### src/design/sine_square_tone_generator_defines.svh
// Assertion macros shared by the tone generator RTL.
// Compiled out when SYNTHESIS is defined.
`ifndef SINE_SQUARE_TONE_GENERATOR_DEFINES_SVH
`define SINE_SQUARE_TONE_GENERATOR_DEFINES_SVH

`ifndef SYNTHESIS

// Same-cycle implication, checked outside reset
`define SSTG_ASSERT_IMP(lbl, clk, rst, ante, cons) \
   lbl: assert property (@(posedge clk) disable iff (rst) (ante) |-> (cons)) \
      else $error("same-cycle check failed");

// Next-cycle implication, checked outside reset
`define SSTG_ASSERT_NXT(lbl, clk, rst, ante, cons) \
   lbl: assert property (@(posedge clk) disable iff (rst) (ante) |=> (cons)) \
      else $error("next-cycle check failed");

`else

`define SSTG_ASSERT_IMP(lbl, clk, rst, ante, cons)

`define SSTG_ASSERT_NXT(lbl, clk, rst, ante, cons)

`endif

`endif

### src/design/sstg_pkg.sv
`timescale 1ns / 1ps

package sstg_pkg;

   // CORDIC iteration count and phase bits used for the sine
   localparam int CORDIC_STEPS = 18;
   localparam int PHASE_BITS   = 32;

   // arctangent table length and index width
   localparam int TABLE_LEN   = 30;
   localparam int TBL_IDX_W   = $clog2(TABLE_LEN);
   localparam int STEP_W      = (CORDIC_STEPS > 1) ? $clog2(CORDIC_STEPS) : 1;

   // datapath widths
   localparam int PHASE_W = 32;
   localparam int XY_W    = 34;
   localparam int Z_W     = 33;
   localparam int SINE_W  = 32;
   localparam int MAG_W   = 31;
   localparam int AMP_W   = 17;
   localparam int BITS_W  = 6;
   localparam int PROD_W  = MAG_W + AMP_W;
   localparam int SAMPLE_W = 32;

   // Q2.30 constants
   localparam logic signed [XY_W-1:0] SIN_ONE   = XY_W'(64'sd1073741824);
   localparam logic signed [XY_W-1:0] CORDIC_X0 = XY_W'(64'sd652032874);
   localparam logic [MAG_W-1:0]       DEADBAND  = MAG_W'(64'd10737418);
   localparam logic [MAG_W-1:0]       MAG_ONE   = MAG_W'(64'd1073741824);

   // keep mask for the top PHASE_BITS bits of the accumulator
   localparam logic [PHASE_W-1:0] PHASE_KEEP =
      ~((PHASE_W'(1) << (PHASE_W - PHASE_BITS)) - PHASE_W'(1));

   // configuration limits
   localparam logic [AMP_W-1:0]  AMP_FULL  = AMP_W'(65536);
   localparam logic [BITS_W-1:0] BITS_MIN  = BITS_W'(8);
   localparam logic [BITS_W-1:0] BITS_MAX  = BITS_W'(32);
   localparam logic [BITS_W-1:0] BITS_RST  = BITS_W'(16);

   // register indexes on the configuration port
   localparam int CSR_IDX_W = 3;
   localparam logic [CSR_IDX_W-1:0] CSR_PHASE_STEP = CSR_IDX_W'(0);
   localparam logic [CSR_IDX_W-1:0] CSR_AMPLITUDE  = CSR_IDX_W'(1);
   localparam logic [CSR_IDX_W-1:0] CSR_BITS       = CSR_IDX_W'(2);
   localparam logic [CSR_IDX_W-1:0] CSR_WAVE_SHAPE = CSR_IDX_W'(3);

   // wave shape codes
   localparam logic WAVE_SINE   = 1'b0;
   localparam logic WAVE_SQUARE = 1'b1;

   // arctangent of 2^-i as a turn fraction times 2^32
   localparam logic [29:0] ATAN_TURNS [TABLE_LEN] = '{
      30'd536870912, 30'd316933406, 30'd167458907, 30'd85004756, 30'd42667331,
      30'd21354465, 30'd10679838, 30'd5340245, 30'd2670163, 30'd1335087,
      30'd667544, 30'd333772, 30'd166886, 30'd83443, 30'd41722,
      30'd20861, 30'd10430, 30'd5215, 30'd2608, 30'd1304,
      30'd652, 30'd326, 30'd163, 30'd81, 30'd41,
      30'd20, 30'd10, 30'd5, 30'd3, 30'd1
   };

   // output scaling settings seen by the sample former
   typedef struct packed {
      logic [AMP_W-1:0]  amplitude;
      logic [BITS_W-1:0] bits_per_sample;
      logic              wave_shape;
   } scale_cfg_type;

   // CORDIC result towards the sequencer
   typedef struct packed {
      logic                     done;
      logic signed [SINE_W-1:0] sine;
   } cordic_status_type;

endpackage

### src/design/sine_square_tone_generator.sv
// Tone generator by direct digital synthesis. Each request on req_ (with
// req_restart set to clear the phase first) yields exactly one signed sample
// on rsp_. The sine of the 32-bit phase accumulator is found by an iterative
// CORDIC that runs one rotation per cycle through a single shift-and-add
// unit. The CORDIC is loaded at the accepting edge itself. From acceptance a
// request passes the rotations, a clamp step, a multiply step and a step
// that forms and saturates the sample into the output register; that last
// step waits while the output register still holds an untaken sample.
// req_stall stays high from acceptance until the sample has moved into the
// output register; no request is taken meanwhile. The output register lets
// the next request be taken while a sample still waits; a second sample
// then holds in the form step, with req_stall high, until the first is taken.
// Registers on csr_: 0 phase step, 1 amplitude (Q1.16), 2 bits per sample,
// 3 wave shape (0 sine, 1 square with deadband); write them only while idle.
`timescale 1ns / 1ps
`include "sine_square_tone_generator_defines.svh"

module sine_square_tone_generator (
   input  logic                           clock,
   input  logic                           reset,
   input  logic                           req_valid,
   output logic                           req_stall,
   input  logic                           req_restart,
   output logic                           rsp_valid,
   input  logic                           rsp_stall,
   output logic signed [sstg_pkg::SAMPLE_W-1:0] rsp_sample,
   input  logic                           csr_valid,
   output logic                           csr_ready,
   input  logic [sstg_pkg::CSR_IDX_W-1:0] csr_index,
   input  logic [31:0]                    csr_wdata
);
   import sstg_pkg::*;

   typedef enum logic [2:0] {
      ST_IDLE   = 3'b001,
      ST_ROTATE = 3'b010,
      ST_FORM   = 3'b100
   } state_type;

   state_type state_ff, state_in;

   logic [PHASE_W-1:0] phase_acc_ff, phase_acc_in;
   logic [PHASE_W-1:0] phase_step_ff, phase_step_in;
   logic [AMP_W-1:0]   amplitude_ff, amplitude_in;
   logic [BITS_W-1:0]  bits_ff, bits_in;
   logic               wave_ff, wave_in;
   logic               rsp_valid_ff, rsp_valid_in;
   logic [SAMPLE_W-1:0] rsp_sample_ff, rsp_sample_in;

   logic               req_take;
   logic               out_free;
   logic               out_load;
   logic [PHASE_W-1:0] phase_now;
   cordic_status_type  cs;
   scale_cfg_type      scfg;
   logic [SAMPLE_W-1:0] sample;

   assign csr_ready = 1'b1;
   assign req_stall = (state_ff != ST_IDLE);
   assign req_take  = req_valid && !req_stall;
   assign out_free  = !rsp_valid_ff || !rsp_stall;
   assign out_load  = (state_ff == ST_FORM) && out_free;
   assign phase_now = req_restart ? '0 : phase_acc_ff;

   assign scfg.amplitude       = amplitude_ff;
   assign scfg.bits_per_sample = bits_ff;
   assign scfg.wave_shape      = wave_ff;

   sstg_cordic u_cordic (
      .clock  (clock),
      .reset  (reset),
      .start  (req_take),
      .phase  (phase_now),
      .status (cs)
   );

   sstg_scale u_scale (
      .clock  (clock),
      .load   (cs.done),
      .sine   (cs.sine),
      .cfg    (scfg),
      .sample (sample)
   );

   // decode register writes
   always_comb begin
      phase_step_in = phase_step_ff;
      amplitude_in  = amplitude_ff;
      bits_in       = bits_ff;
      wave_in       = wave_ff;
      if (csr_valid && csr_ready) begin
         unique case (csr_index)
            CSR_PHASE_STEP: phase_step_in = csr_wdata;
            CSR_AMPLITUDE:  amplitude_in  = csr_wdata[AMP_W-1:0];
            CSR_BITS:       bits_in       = csr_wdata[BITS_W-1:0];
            CSR_WAVE_SHAPE: wave_in       = csr_wdata[0];
            default: ;
         endcase
      end
   end

   // sequence one request through rotate and form
   always_comb begin
      state_in     = state_ff;
      phase_acc_in = phase_acc_ff;
      unique case (state_ff)
         ST_IDLE: begin
            if (req_take) begin
               phase_acc_in = phase_now + phase_step_ff;
               state_in     = ST_ROTATE;
            end
         end
         ST_ROTATE: begin
            if (cs.done) begin
               state_in = ST_FORM;
            end
         end
         ST_FORM: begin
            if (out_free) begin
               state_in = ST_IDLE;
            end
         end
         default: state_in = ST_IDLE;
      endcase
   end

   // hold the sample until the far side takes it
   always_comb begin
      rsp_valid_in  = rsp_valid_ff;
      rsp_sample_in = rsp_sample_ff;
      if (out_load) begin
         rsp_valid_in  = 1'b1;
         rsp_sample_in = sample;
      end else if (rsp_valid_ff && !rsp_stall) begin
         rsp_valid_in = 1'b0;
      end
   end

   always_ff @(posedge clock) begin
      if (reset) begin
         state_ff      <= ST_IDLE;
         phase_acc_ff  <= '0;
         phase_step_ff <= '0;
         amplitude_ff  <= AMP_FULL;
         bits_ff       <= BITS_RST;
         wave_ff       <= WAVE_SINE;
         rsp_valid_ff  <= 1'b0;
      end else begin
         state_ff      <= state_in;
         phase_acc_ff  <= phase_acc_in;
         phase_step_ff <= phase_step_in;
         amplitude_ff  <= amplitude_in;
         bits_ff       <= bits_in;
         wave_ff       <= wave_in;
         rsp_valid_ff  <= rsp_valid_in;
      end
      rsp_sample_ff <= rsp_sample_in;
   end

   assign rsp_valid  = rsp_valid_ff;
   assign rsp_sample = $signed(rsp_sample_ff);

   // checks on the sequencer and the CORDIC hand-off
   `SSTG_ASSERT_NXT(a_busy_after_req, clock, reset, req_take, req_stall)
   `SSTG_ASSERT_IMP(a_done_in_rotate, clock, reset, cs.done, state_ff == ST_ROTATE)
   `SSTG_ASSERT_IMP(a_sine_in_range, clock, reset, cs.done,
      (cs.sine <= SINE_W'(SIN_ONE)) && (cs.sine >= SINE_W'(-SIN_ONE)))
   `SSTG_ASSERT_IMP(a_rsp_from_form, clock, reset, rsp_valid && !$past(rsp_valid), $past(state_ff == ST_FORM))

endmodule

### src/design/sstg_cordic.sv
`timescale 1ns / 1ps

module sstg_cordic (
   input  logic                         clock,
   input  logic                         reset,
   input  logic                         start,
   input  logic [sstg_pkg::PHASE_W-1:0] phase,
   output sstg_pkg::cordic_status_type  status
);
   import sstg_pkg::*;

   logic                   busy_ff, busy_in;
   logic                   fin_ff, fin_in;
   logic                   done_ff, done_in;
   logic [STEP_W-1:0]      cnt_ff, cnt_in;
   logic [1:0]             quad_ff, quad_in;
   logic signed [XY_W-1:0] x_ff, x_in;
   logic signed [XY_W-1:0] y_ff, y_in;
   logic signed [Z_W-1:0]  z_ff, z_in;
   logic signed [SINE_W-1:0] sine_ff, sine_in;

   logic [PHASE_W-1:0]     phase_kept;
   logic signed [XY_W-1:0] dx, dy, sel;
   logic signed [Z_W-1:0]  at;
   logic                   last_step;

   assign phase_kept = phase & PHASE_KEEP;
   assign last_step  = (cnt_ff == STEP_W'(CORDIC_STEPS - 1));

   // shared shift and add unit: one rotation per cycle
   assign dx = y_ff >>> cnt_ff;
   assign dy = x_ff >>> cnt_ff;
   assign at = $signed({{(Z_W - 30){1'b0}}, ATAN_TURNS[TBL_IDX_W'(cnt_ff)]});

   // pick the quadrant output from the final vector
   always_comb begin
      case (quad_ff)
         2'd0:    sel = y_ff;
         2'd1:    sel = x_ff;
         2'd2:    sel = -y_ff;
         default: sel = -x_ff;
      endcase
   end

   // sequence load, rotate, finish
   always_comb begin
      busy_in = busy_ff;
      fin_in  = 1'b0;
      done_in = 1'b0;
      cnt_in  = cnt_ff;
      quad_in = quad_ff;
      x_in    = x_ff;
      y_in    = y_ff;
      z_in    = z_ff;
      sine_in = sine_ff;
      if (start) begin
         busy_in = 1'b1;
         cnt_in  = '0;
         quad_in = phase_kept[PHASE_W-1 -: 2];
         x_in    = CORDIC_X0;
         y_in    = '0;
         z_in    = $signed({{(Z_W - 30){1'b0}}, phase_kept[29:0]});
      end else if (busy_ff) begin
         if (z_ff >= 0) begin
            x_in = x_ff - dx;
            y_in = y_ff + dy;
            z_in = z_ff - at;
         end else begin
            x_in = x_ff + dx;
            y_in = y_ff - dy;
            z_in = z_ff + at;
         end
         cnt_in = cnt_ff + STEP_W'(1);
         if (last_step) begin
            busy_in = 1'b0;
            fin_in  = 1'b1;
         end
      end
      // clamp to plus or minus one and hold
      if (fin_ff) begin
         done_in = 1'b1;
         if (sel > SIN_ONE) begin
            sine_in = SINE_W'(SIN_ONE);
         end else if (sel < -SIN_ONE) begin
            sine_in = SINE_W'(-SIN_ONE);
         end else begin
            sine_in = SINE_W'(sel);
         end
      end
   end

   always_ff @(posedge clock) begin
      if (reset) begin
         busy_ff <= 1'b0;
         fin_ff  <= 1'b0;
         done_ff <= 1'b0;
      end else begin
         busy_ff <= busy_in;
         fin_ff  <= fin_in;
         done_ff <= done_in;
      end
      cnt_ff  <= cnt_in;
      quad_ff <= quad_in;
      x_ff    <= x_in;
      y_ff    <= y_in;
      z_ff    <= z_in;
      sine_ff <= sine_in;
   end

   assign status.done = done_ff;
   assign status.sine = sine_ff;

endmodule

### src/design/sstg_scale.sv
`timescale 1ns / 1ps

module sstg_scale (
   input  logic                               clock,
   input  logic                               load,
   input  logic signed [sstg_pkg::SINE_W-1:0] sine,
   input  sstg_pkg::scale_cfg_type            cfg,
   output logic [sstg_pkg::SAMPLE_W-1:0]      sample
);
   import sstg_pkg::*;

   logic [PROD_W-1:0] product_ff, product_in;
   logic              neg_ff, neg_in;

   logic [MAG_W-1:0]  mag;
   logic [MAG_W-1:0]  mult_a;
   logic [AMP_W-1:0]  amp_eff;
   logic [BITS_W-1:0] bits_eff;
   logic [BITS_W-1:0] shamt;
   logic [PROD_W-1:0] shifted;
   logic [32:0]       mag_out;
   logic [32:0]       lim;
   logic [32:0]       res;

   // clamp the settings to their working ranges
   always_comb begin
      amp_eff = (cfg.amplitude > AMP_FULL) ? AMP_FULL : cfg.amplitude;
      if (cfg.bits_per_sample < BITS_MIN) begin
         bits_eff = BITS_MIN;
      end else if (cfg.bits_per_sample > BITS_MAX) begin
         bits_eff = BITS_MAX;
      end else begin
         bits_eff = cfg.bits_per_sample;
      end
   end

   // magnitude of the sine; square mode uses full scale outside the deadband
   always_comb begin
      neg_in = sine < 0;
      mag    = MAG_W'(neg_in ? -sine : sine);
      if (cfg.wave_shape == WAVE_SQUARE) begin
         mult_a = (mag <= DEADBAND) ? '0 : MAG_ONE;
      end else begin
         mult_a = mag;
      end
      product_in = PROD_W'(mult_a) * PROD_W'(amp_eff);
   end

   always_ff @(posedge clock) begin
      if (load) begin
         product_ff <= product_in;
         neg_ff     <= neg_in;
      end
   end

   // drop fraction bits, apply the sign and saturate to the sample width
   always_comb begin
      shamt   = BITS_W'(47) - bits_eff;
      shifted = product_ff >> shamt;
      mag_out = shifted[32:0];
      lim     = 33'd1 << (bits_eff - BITS_W'(1));
      if (neg_ff) begin
         res = (mag_out > lim) ? -lim : -mag_out;
      end else begin
         res = (mag_out >= lim) ? lim - 33'd1 : mag_out;
      end
      sample = res[SAMPLE_W-1:0];
   end

endmodule

### config.mk
export PLATFORM = sky130hd
export DESIGN_NAME = sine_square_tone_generator
export DESIGN_NICKNAME = d
export VERILOG_FILES = /design/src/design/sstg_pkg.sv /design/src/design/sine_square_tone_generator.sv /design/src/design/sstg_cordic.sv /design/src/design/sstg_scale.sv
export VERILOG_INCLUDE_DIRS = /design/src /design/src/design
export SDC_FILE = /design/constraint.sdc
export NUM_CORES = 2
export LEC_CHECK = 0
export BUFFER_PORTS_ARGS = -buffer_cell sky130_fd_sc_hd__buf_2
export CAP_MARGIN = 25
export CORE_ASPECT_RATIO = 1.5
export CORE_MARGIN = 2
export CORE_UTILIZATION = 25
export CTS_BUF_LIST = sky130_fd_sc_hd__clkbuf_4 sky130_fd_sc_hd__clkbuf_8
export CTS_CLUSTER_DIAMETER = 40
export DETAILED_ROUTE_END_ITERATION = 8
export SYNTH_ARGS = -nofsm -noshare
export SYNTH_HDL_FRONTEND = slang
export SYNTH_SLANG_ARGS = --single-unit
### constraint.sdc
create_clock -name clock -period 13.8 [get_ports clock]
set_input_delay 0.69 -clock clock [delete_from_list [all_inputs] [get_ports clock]]
set_output_delay 0.69 -clock clock [all_outputs]
set_load 0.02 [all_outputs]
Word level (Yosys, flattened, before mapping)
Memories as Yosys holds them, arrays and structs flattened.
Index checks and enable logic that the tools add are counted.
Storage, ports and cells
  flip-flop bits (word level): 316
  bits in read-only memories: 960
  input bits: 41
  output and inout port bits: 35
  logic and storage cells: 118
  memories: 1
Operators by class
  add/sub/neg operators: 16
  multipliers: 1
  magnitude comparators: 11
  eq/ne operators: 13
  shifts and indexed selects: 4
  muxes and demuxes: 30
  bitwise gates (word level): 2
  reduce and logical (&&, ||, !) cells: 19
Memories
  (name not given): depth 32, bits a word 30, rd ports 1, clocked after memory_dff 0, wr ports 0, RTL line sstg_cordic.sv:33  | assign at = $signed({{(Z_W - 30){1'b0}}, ATAN_TURNS[TBL_IDX_W'(cnt_ff)]});
Operator list (count)
  $mux W32: 5
  $mux W30: 4
  $pmux W34 S3: 1
  $mux W31: 3
  $add A34 B34 Y34: 2
  $mux W34: 2
  $neg A34 Y34: 2
  $sshr A34 B5 Y34: 2
  $sub A34 B34 Y34: 2
  $neg A32 Y32: 2
  $mul A31 B17 Y48: 1
  $shr A48 B6 Y33: 1
  $gt A34 B32 Y1 const B: 1
  $lt A34 B31 Y1 const B: 1
  $add A33 B31 Y33: 1
  $ge A33 B1 Y1 const B: 1
  $ge A33 B33 Y1: 1
  $gt A33 B33 Y1: 1
  $mux W33: 1
  $shl A1 B6 Y33 const A: 1
  $sub A33 B31 Y33: 1
  $add A32 B32 Y32: 1
  $lt A32 B1 Y1 const B: 1
  $sub A32 B1 Y32 const B: 1
  35 further kinds: 57

Longest topological paths before layout
  depth after elaboration: 8
  mapped depth: 34
  gate-level depth less buffers: 34

Cells and area by module
Synthesis repeated with hierarchy kept, for this count alone.
Unflattened totals
  cell total of the unflattened synthesis: 6205
  area, all modules: 49438.7 um^2
By module, submodules not included
  sstg_scale: instances 1, cells an instance 3075, area each 23933.0 um^2, seq. area each 1021.0 um^2
  sstg_cordic: instances 1, cells an instance 2396, area each 19241.0 um^2, seq. area each 3503.4 um^2
  sine_square_tone_generator: instances 1, cells an instance 734, area each 6264.8 um^2, seq. area each 2802.7 um^2

Worst setup path after synthesis
OpenSTA, ideal clock, no wires.
  kind: reg-to-reg
  from: register u_cordic.sine_ff[0]
  to: register u_scale.product_ff[46], data pin
  library setup time: 0.272 ns
  arrival time: 8.751 ns
  data required time: 13.528 ns
  path slack: 4.777 ns
  cell stages (with the launch flop): 31
  buffers on the path: 0
  clock period less this slack: 9.023 ns
  cells stage by stage: edfxtp_1 > inv_1 > ha_1 > or3b_2 > nor3_1 > nand4b_1 > or2_2 > o21ai_0 > a32oi_1 > or4_1 > o32ai_1 > nor2_1 > fa_1 > fa_1 > inv_1 > fa_1 > inv_1 > fa_1 > fa_1 > inv_1 > fa_1 > inv_1 > ha_1 > nand2_1 > nor2_1 > or4_1 > o32a_1 > o31a_1 > a211o_1 > and4b_1 > or4_1
Between the ends
  longest elaborated chain between the ends: 6
  elaborated cells between the ends (all ways): 7
  those cells by class: add/sub (1); mul (1); order compare (2); mux (3)
Ends and longest elaborated chain
  start: declaration: RTL line sstg_cordic.sv:20  | logic signed [SINE_W-1:0] sine_ff, sine_in;
  start signal: assignment: RTL line sstg_cordic.sv:107  | sine_ff <= sine_in;
  $neg A31 Y31 or $lt A32 B1 Y1 (tied branches): RTL line sstg_scale.sv:40, sstg_scale.sv:39
  $mux W31 (*): RTL line sstg_scale.sv:40  | mag = MAG_W'(neg_in ? -sine : sine);
  $le A31 B24 Y1: RTL line sstg_scale.sv:42  | mult_a = (mag <= DEADBAND) ? '0 : MAG_ONE;
  $mux W31: RTL line sstg_scale.sv:42
  $mux W31 (*): RTL line sstg_scale.sv:41  | if (cfg.wave_shape == WAVE_SQUARE) begin
  $mul A31 B17 Y48 (*): RTL line sstg_scale.sv:46  | product_in = PROD_W'(mult_a) * PROD_W'(amp_eff);
  named net u_scale.product_in[46]: RTL line sstg_scale.sv:12  | logic [PROD_W-1:0] product_ff, product_in;
  end signal: assignment: RTL line sstg_scale.sv:51  | product_ff <= product_in;
  end: declaration: RTL line sstg_scale.sv:12
Mark *: on every way through the listed nets, which the timed path passes. The rest lies on a longest branch.
A chain may end at the register's enable or synchronous reset.

Worst setup path after layout
  from: register u_cordic.sine_ff[0]
  to: register u_scale.product_ff[47], data pin
Same word-level chain as after synthesis.

==> run metrics <==
Root Buffer Master=sky130_fd_sc_hd__clkbuf_8; Max-cap violations=0; accumulated negative setup slack=0 ns; total global routing overflow=0; TritonCTS clock tree=yes; Horiz. Die Dim=369 um; quantity of gates resized following cts=0; worst rel slew slack=0.197; most repeated cell in the gate-level netlist after synthesis=sky130_fd_sc_hd__nand2_1; post-synthesis to final-layout area growth=9.11%; placeable core region=0.198 mm^2; async set-reset flop share out of synthesis=0; layout cell share with drive strength beyond 1=0.0954; critical path launch point type=flop; path class of the lowest-slack min-delay path=in2reg; number of enable-type register cells in the synthesized netlist=130; count of distinct cell types in the synthesized netlist=102; antenna violation net count after detailed routing=0; summed instance area of the synthesized netlist=0.0499 mm^2; via count=46600; y dimension of the die=551 um; count of port buffers added during placement=74; worst-case clock buffer depth=3; final weighted congestion in routability-driven placement=1.04; worst stage delay on the critical path=0.74 ns; timing startpoint of the critical path=u_cordic.sine_ff[0]; Clock Skew=0.0731 ns; Pwr per Cell Area=158 mW/mm^2; Rows=200; Post-Place Cells=8630; Lkg Pwr=22.3 nW; leading cell types by count after synthesis=894 x sky130_fd_sc_hd__nand2_1, 617 x sky130_fd_sc_hd__inv_1, 497 x sky130_fd_sc_hd__nor2_1; number of buffers created by CTS=67; Area contributors post-synth=sky130_fd_sc_hd__fa_1 18%, sky130_fd_sc_hd__edfxtp_1 7.8%, sky130_fd_sc_hd__ha_1 7.5%, sky130_fd_sc_hd__dfxtp_1 6.9%, sky130_fd_sc_hd__nand2_1 6.7%; effective utilization at floorplan=0.252; number of hold-repair buffers added at the cts stage=0; highest attainable clock frequency=0.0992 GHz; number of global-route vias before repair=47700; maximum fanout encountered on the critical timing path=13; DRC marker count from the first detailed-route iteration=3814; post-route minimum period=10.08 ns; CP Class=reg2reg; worst-margin pin slew=1.20 ns; #FFs+latches synth=301; data arrival time at the worst-slack endpoint=10.62 ns; cell at the slowest stage of the critical path=sky130_fd_sc_hd__o31ai_1; number of hold violations in the final report=0; final routed DRC violation total=0; count of pins over their slew limit=0; CTS HTree Levels=3; share of the cycle needed by the critical path after routing=0.731; setup repair after global routing missed its margin=false; HPWL after detailed placement=151000 um; sequential element share of the synthesized area=0.147; worst-skew pair later-pin latency=0.80 ns; clock edge transition at the registers on the reported setup and hold paths=0.06 ns; total clock sinks=301; Synth Area per Inst=8.01 um^2; VDD IR-drop max=0.000120 V; mean routed wirelength per cell=21.9 um; count of pins on the block boundary=76; Main synth FF type=sky130_fd_sc_hd__dfxtp_1; Synth top area share=0.176; fin cells=8765; initial antenna violation count=4; startpoint of the most critical hold path=csr_wdata[30]; r2r startpoint=u_cordic.sine_ff[0]; status=finished clean; overall routing resource usage=0.185; post-detailed-routing wire length=192000 um; buffers inserted during post-CTS setup optimization=0; number of setup violations in the final report=0; top cell type by total area after synthesis=sky130_fd_sc_hd__fa_1; wire length of the first global-routing pass=288000 um; cells after synthesis=6223; crit end category=flop; routed via count divided by cell count=5.32; largest net degree at the start of global routing=82; number of detailed-route iterations in the first pass=8; number of warning messages in the yosys log=0; total die area=0.203 mm^2; final net count=6861; data required time at the worst endpoint=14.34 ns
registers in the layout, summed over array words and instances (netlist names), 2 cells and up:
signal              count
u_cordic.cnt_ff         5
phase_step_ff          32
u_scale.product_ff     33
phase_acc_ff           32
u_cordic.z_ff          33
u_cordic.quad_ff        2
u_cordic.y_ff          34
state_ff                3
bits_ff                 6
amplitude_ff           17
u_cordic.sine_ff       32
u_cordic.x_ff          34
rsp_sample             32
cell families (layout without fill, tap and decap cells):
| kind of cell | Yosys count | after routing | share of synthesized area |
|---|---|---|---|
| AOI/OAI and AO/OA | 1402 | 1402 | 0.186 |
| muxes | 278 | 278 | 0.0788 |
| adders and majority gates | 738 | 738 | 0.251 |
| buffers and inverters | 1035 | 938 | 0.0826 |
| DFF | 301 | 301 | 0.147 |
| other | 2 | 15 | 0.000151 |
| xor gates and xnor gates | 344 | 344 | 0.0604 |
| and+or+nand+nor | 2123 | 2123 | 0.194 |
worst max-delay path: cells and delay by family, from the launching register on:
kind / cells / cell delay [ns]
DFF: 1 / 0.43
xor gates and xnor gates: 2 / 0.63
adders and majority gates: 8 / 3.37
buffers and inverters: 7 / 0.73
AOI/OAI and AO/OA: 5 / 2.13
and+or+nand+nor: 10 / 2.52
final timing paths:
path / end / slack [ns] / cells after the start
setup / recovery: u_scale.product_ff[47] / 3.72 / 32
hold / removal: phase_step_ff[30] / 0.12 / 3
hold reg to reg: phase_acc_ff[21] / 0.44 / 2
setup reg to reg: u_scale.product_ff[47] / 3.72 / 32
power breakdown:
group,total [W],switching [W],internal [W]
Sequential,0.00151,0.000383,0.00113
Combinational,0.00584,0.00341,0.00243
Clock,0.00122,0.000495,0.000729
through the flow:
step	power [W]	hold WS [ns]	utilization	instance area [um^2]	worst slack, ns
floorplan	0.00575	0.427	-	49900	4.78
global placement	0.00708	0.434	0.266	52700	3.77
detailed placement	0.00718	0.438	0.266	52700	3.63
CTS	0.00846	0.0848	0.274	54300	3.65
global route	0.00920	0.123	0.275	54400	3.19
finish	0.00858	0.123	0.275	54400	3.72
cell type report:
cell class | instances | area, um^2
repair buffers | 192 | 1290
fillers | 21400 | 144000
well taps | 2626 | 3290
multi-input cells | 4896 | 38500
clock buffers | 90 | 1130
flip-flops and latches | 301 | 7350
inverters | 624 | 2340
clock inverters | 32 | 469
diodes | 4 | 10.0
routing by layer:
layer  GRT usage  part of all wire  vias up
li1            -                 -    21200
met1       0.186              0.34    22700
met2       0.333              0.50     2009
met3      0.0306             0.062      736
met4       0.155             0.095        0
met5           0                 0        -
cells in the final DEF (no fill, tap or decap), drive strengths merged, types with 24 or more instances in the layout:
| cell | count |
|---|---|
| and2 | 38 |
| o21a | 34 |
| clkbuf | 93 |
| dfxtp | 171 |
| a31oi | 58 |
| fa | 438 |
| buf | 189 |
| a211oi | 77 |
| nand3 | 135 |
| xor2 | 142 |
| a21o | 117 |
| nand2b | 69 |
| xnor2 | 202 |
| nor3 | 139 |
| edfxtp | 130 |
| nor2 | 498 |
| nor4 | 24 |
| o31ai | 65 |
| or3 | 48 |
| o22ai | 38 |
| a22oi | 25 |
| mux4 | 86 |
| and3 | 32 |
| a21oi | 360 |
| mux2 | 55 |
| nand2 | 894 |
| mux2i | 137 |
| inv | 629 |
| o21ai | 310 |
| nor2b | 76 |
| ha | 300 |
| nand4 | 44 |
| o211ai | 35 |
| or2 | 41 |
Note: power is estimated with default switching activity, not from simulation.
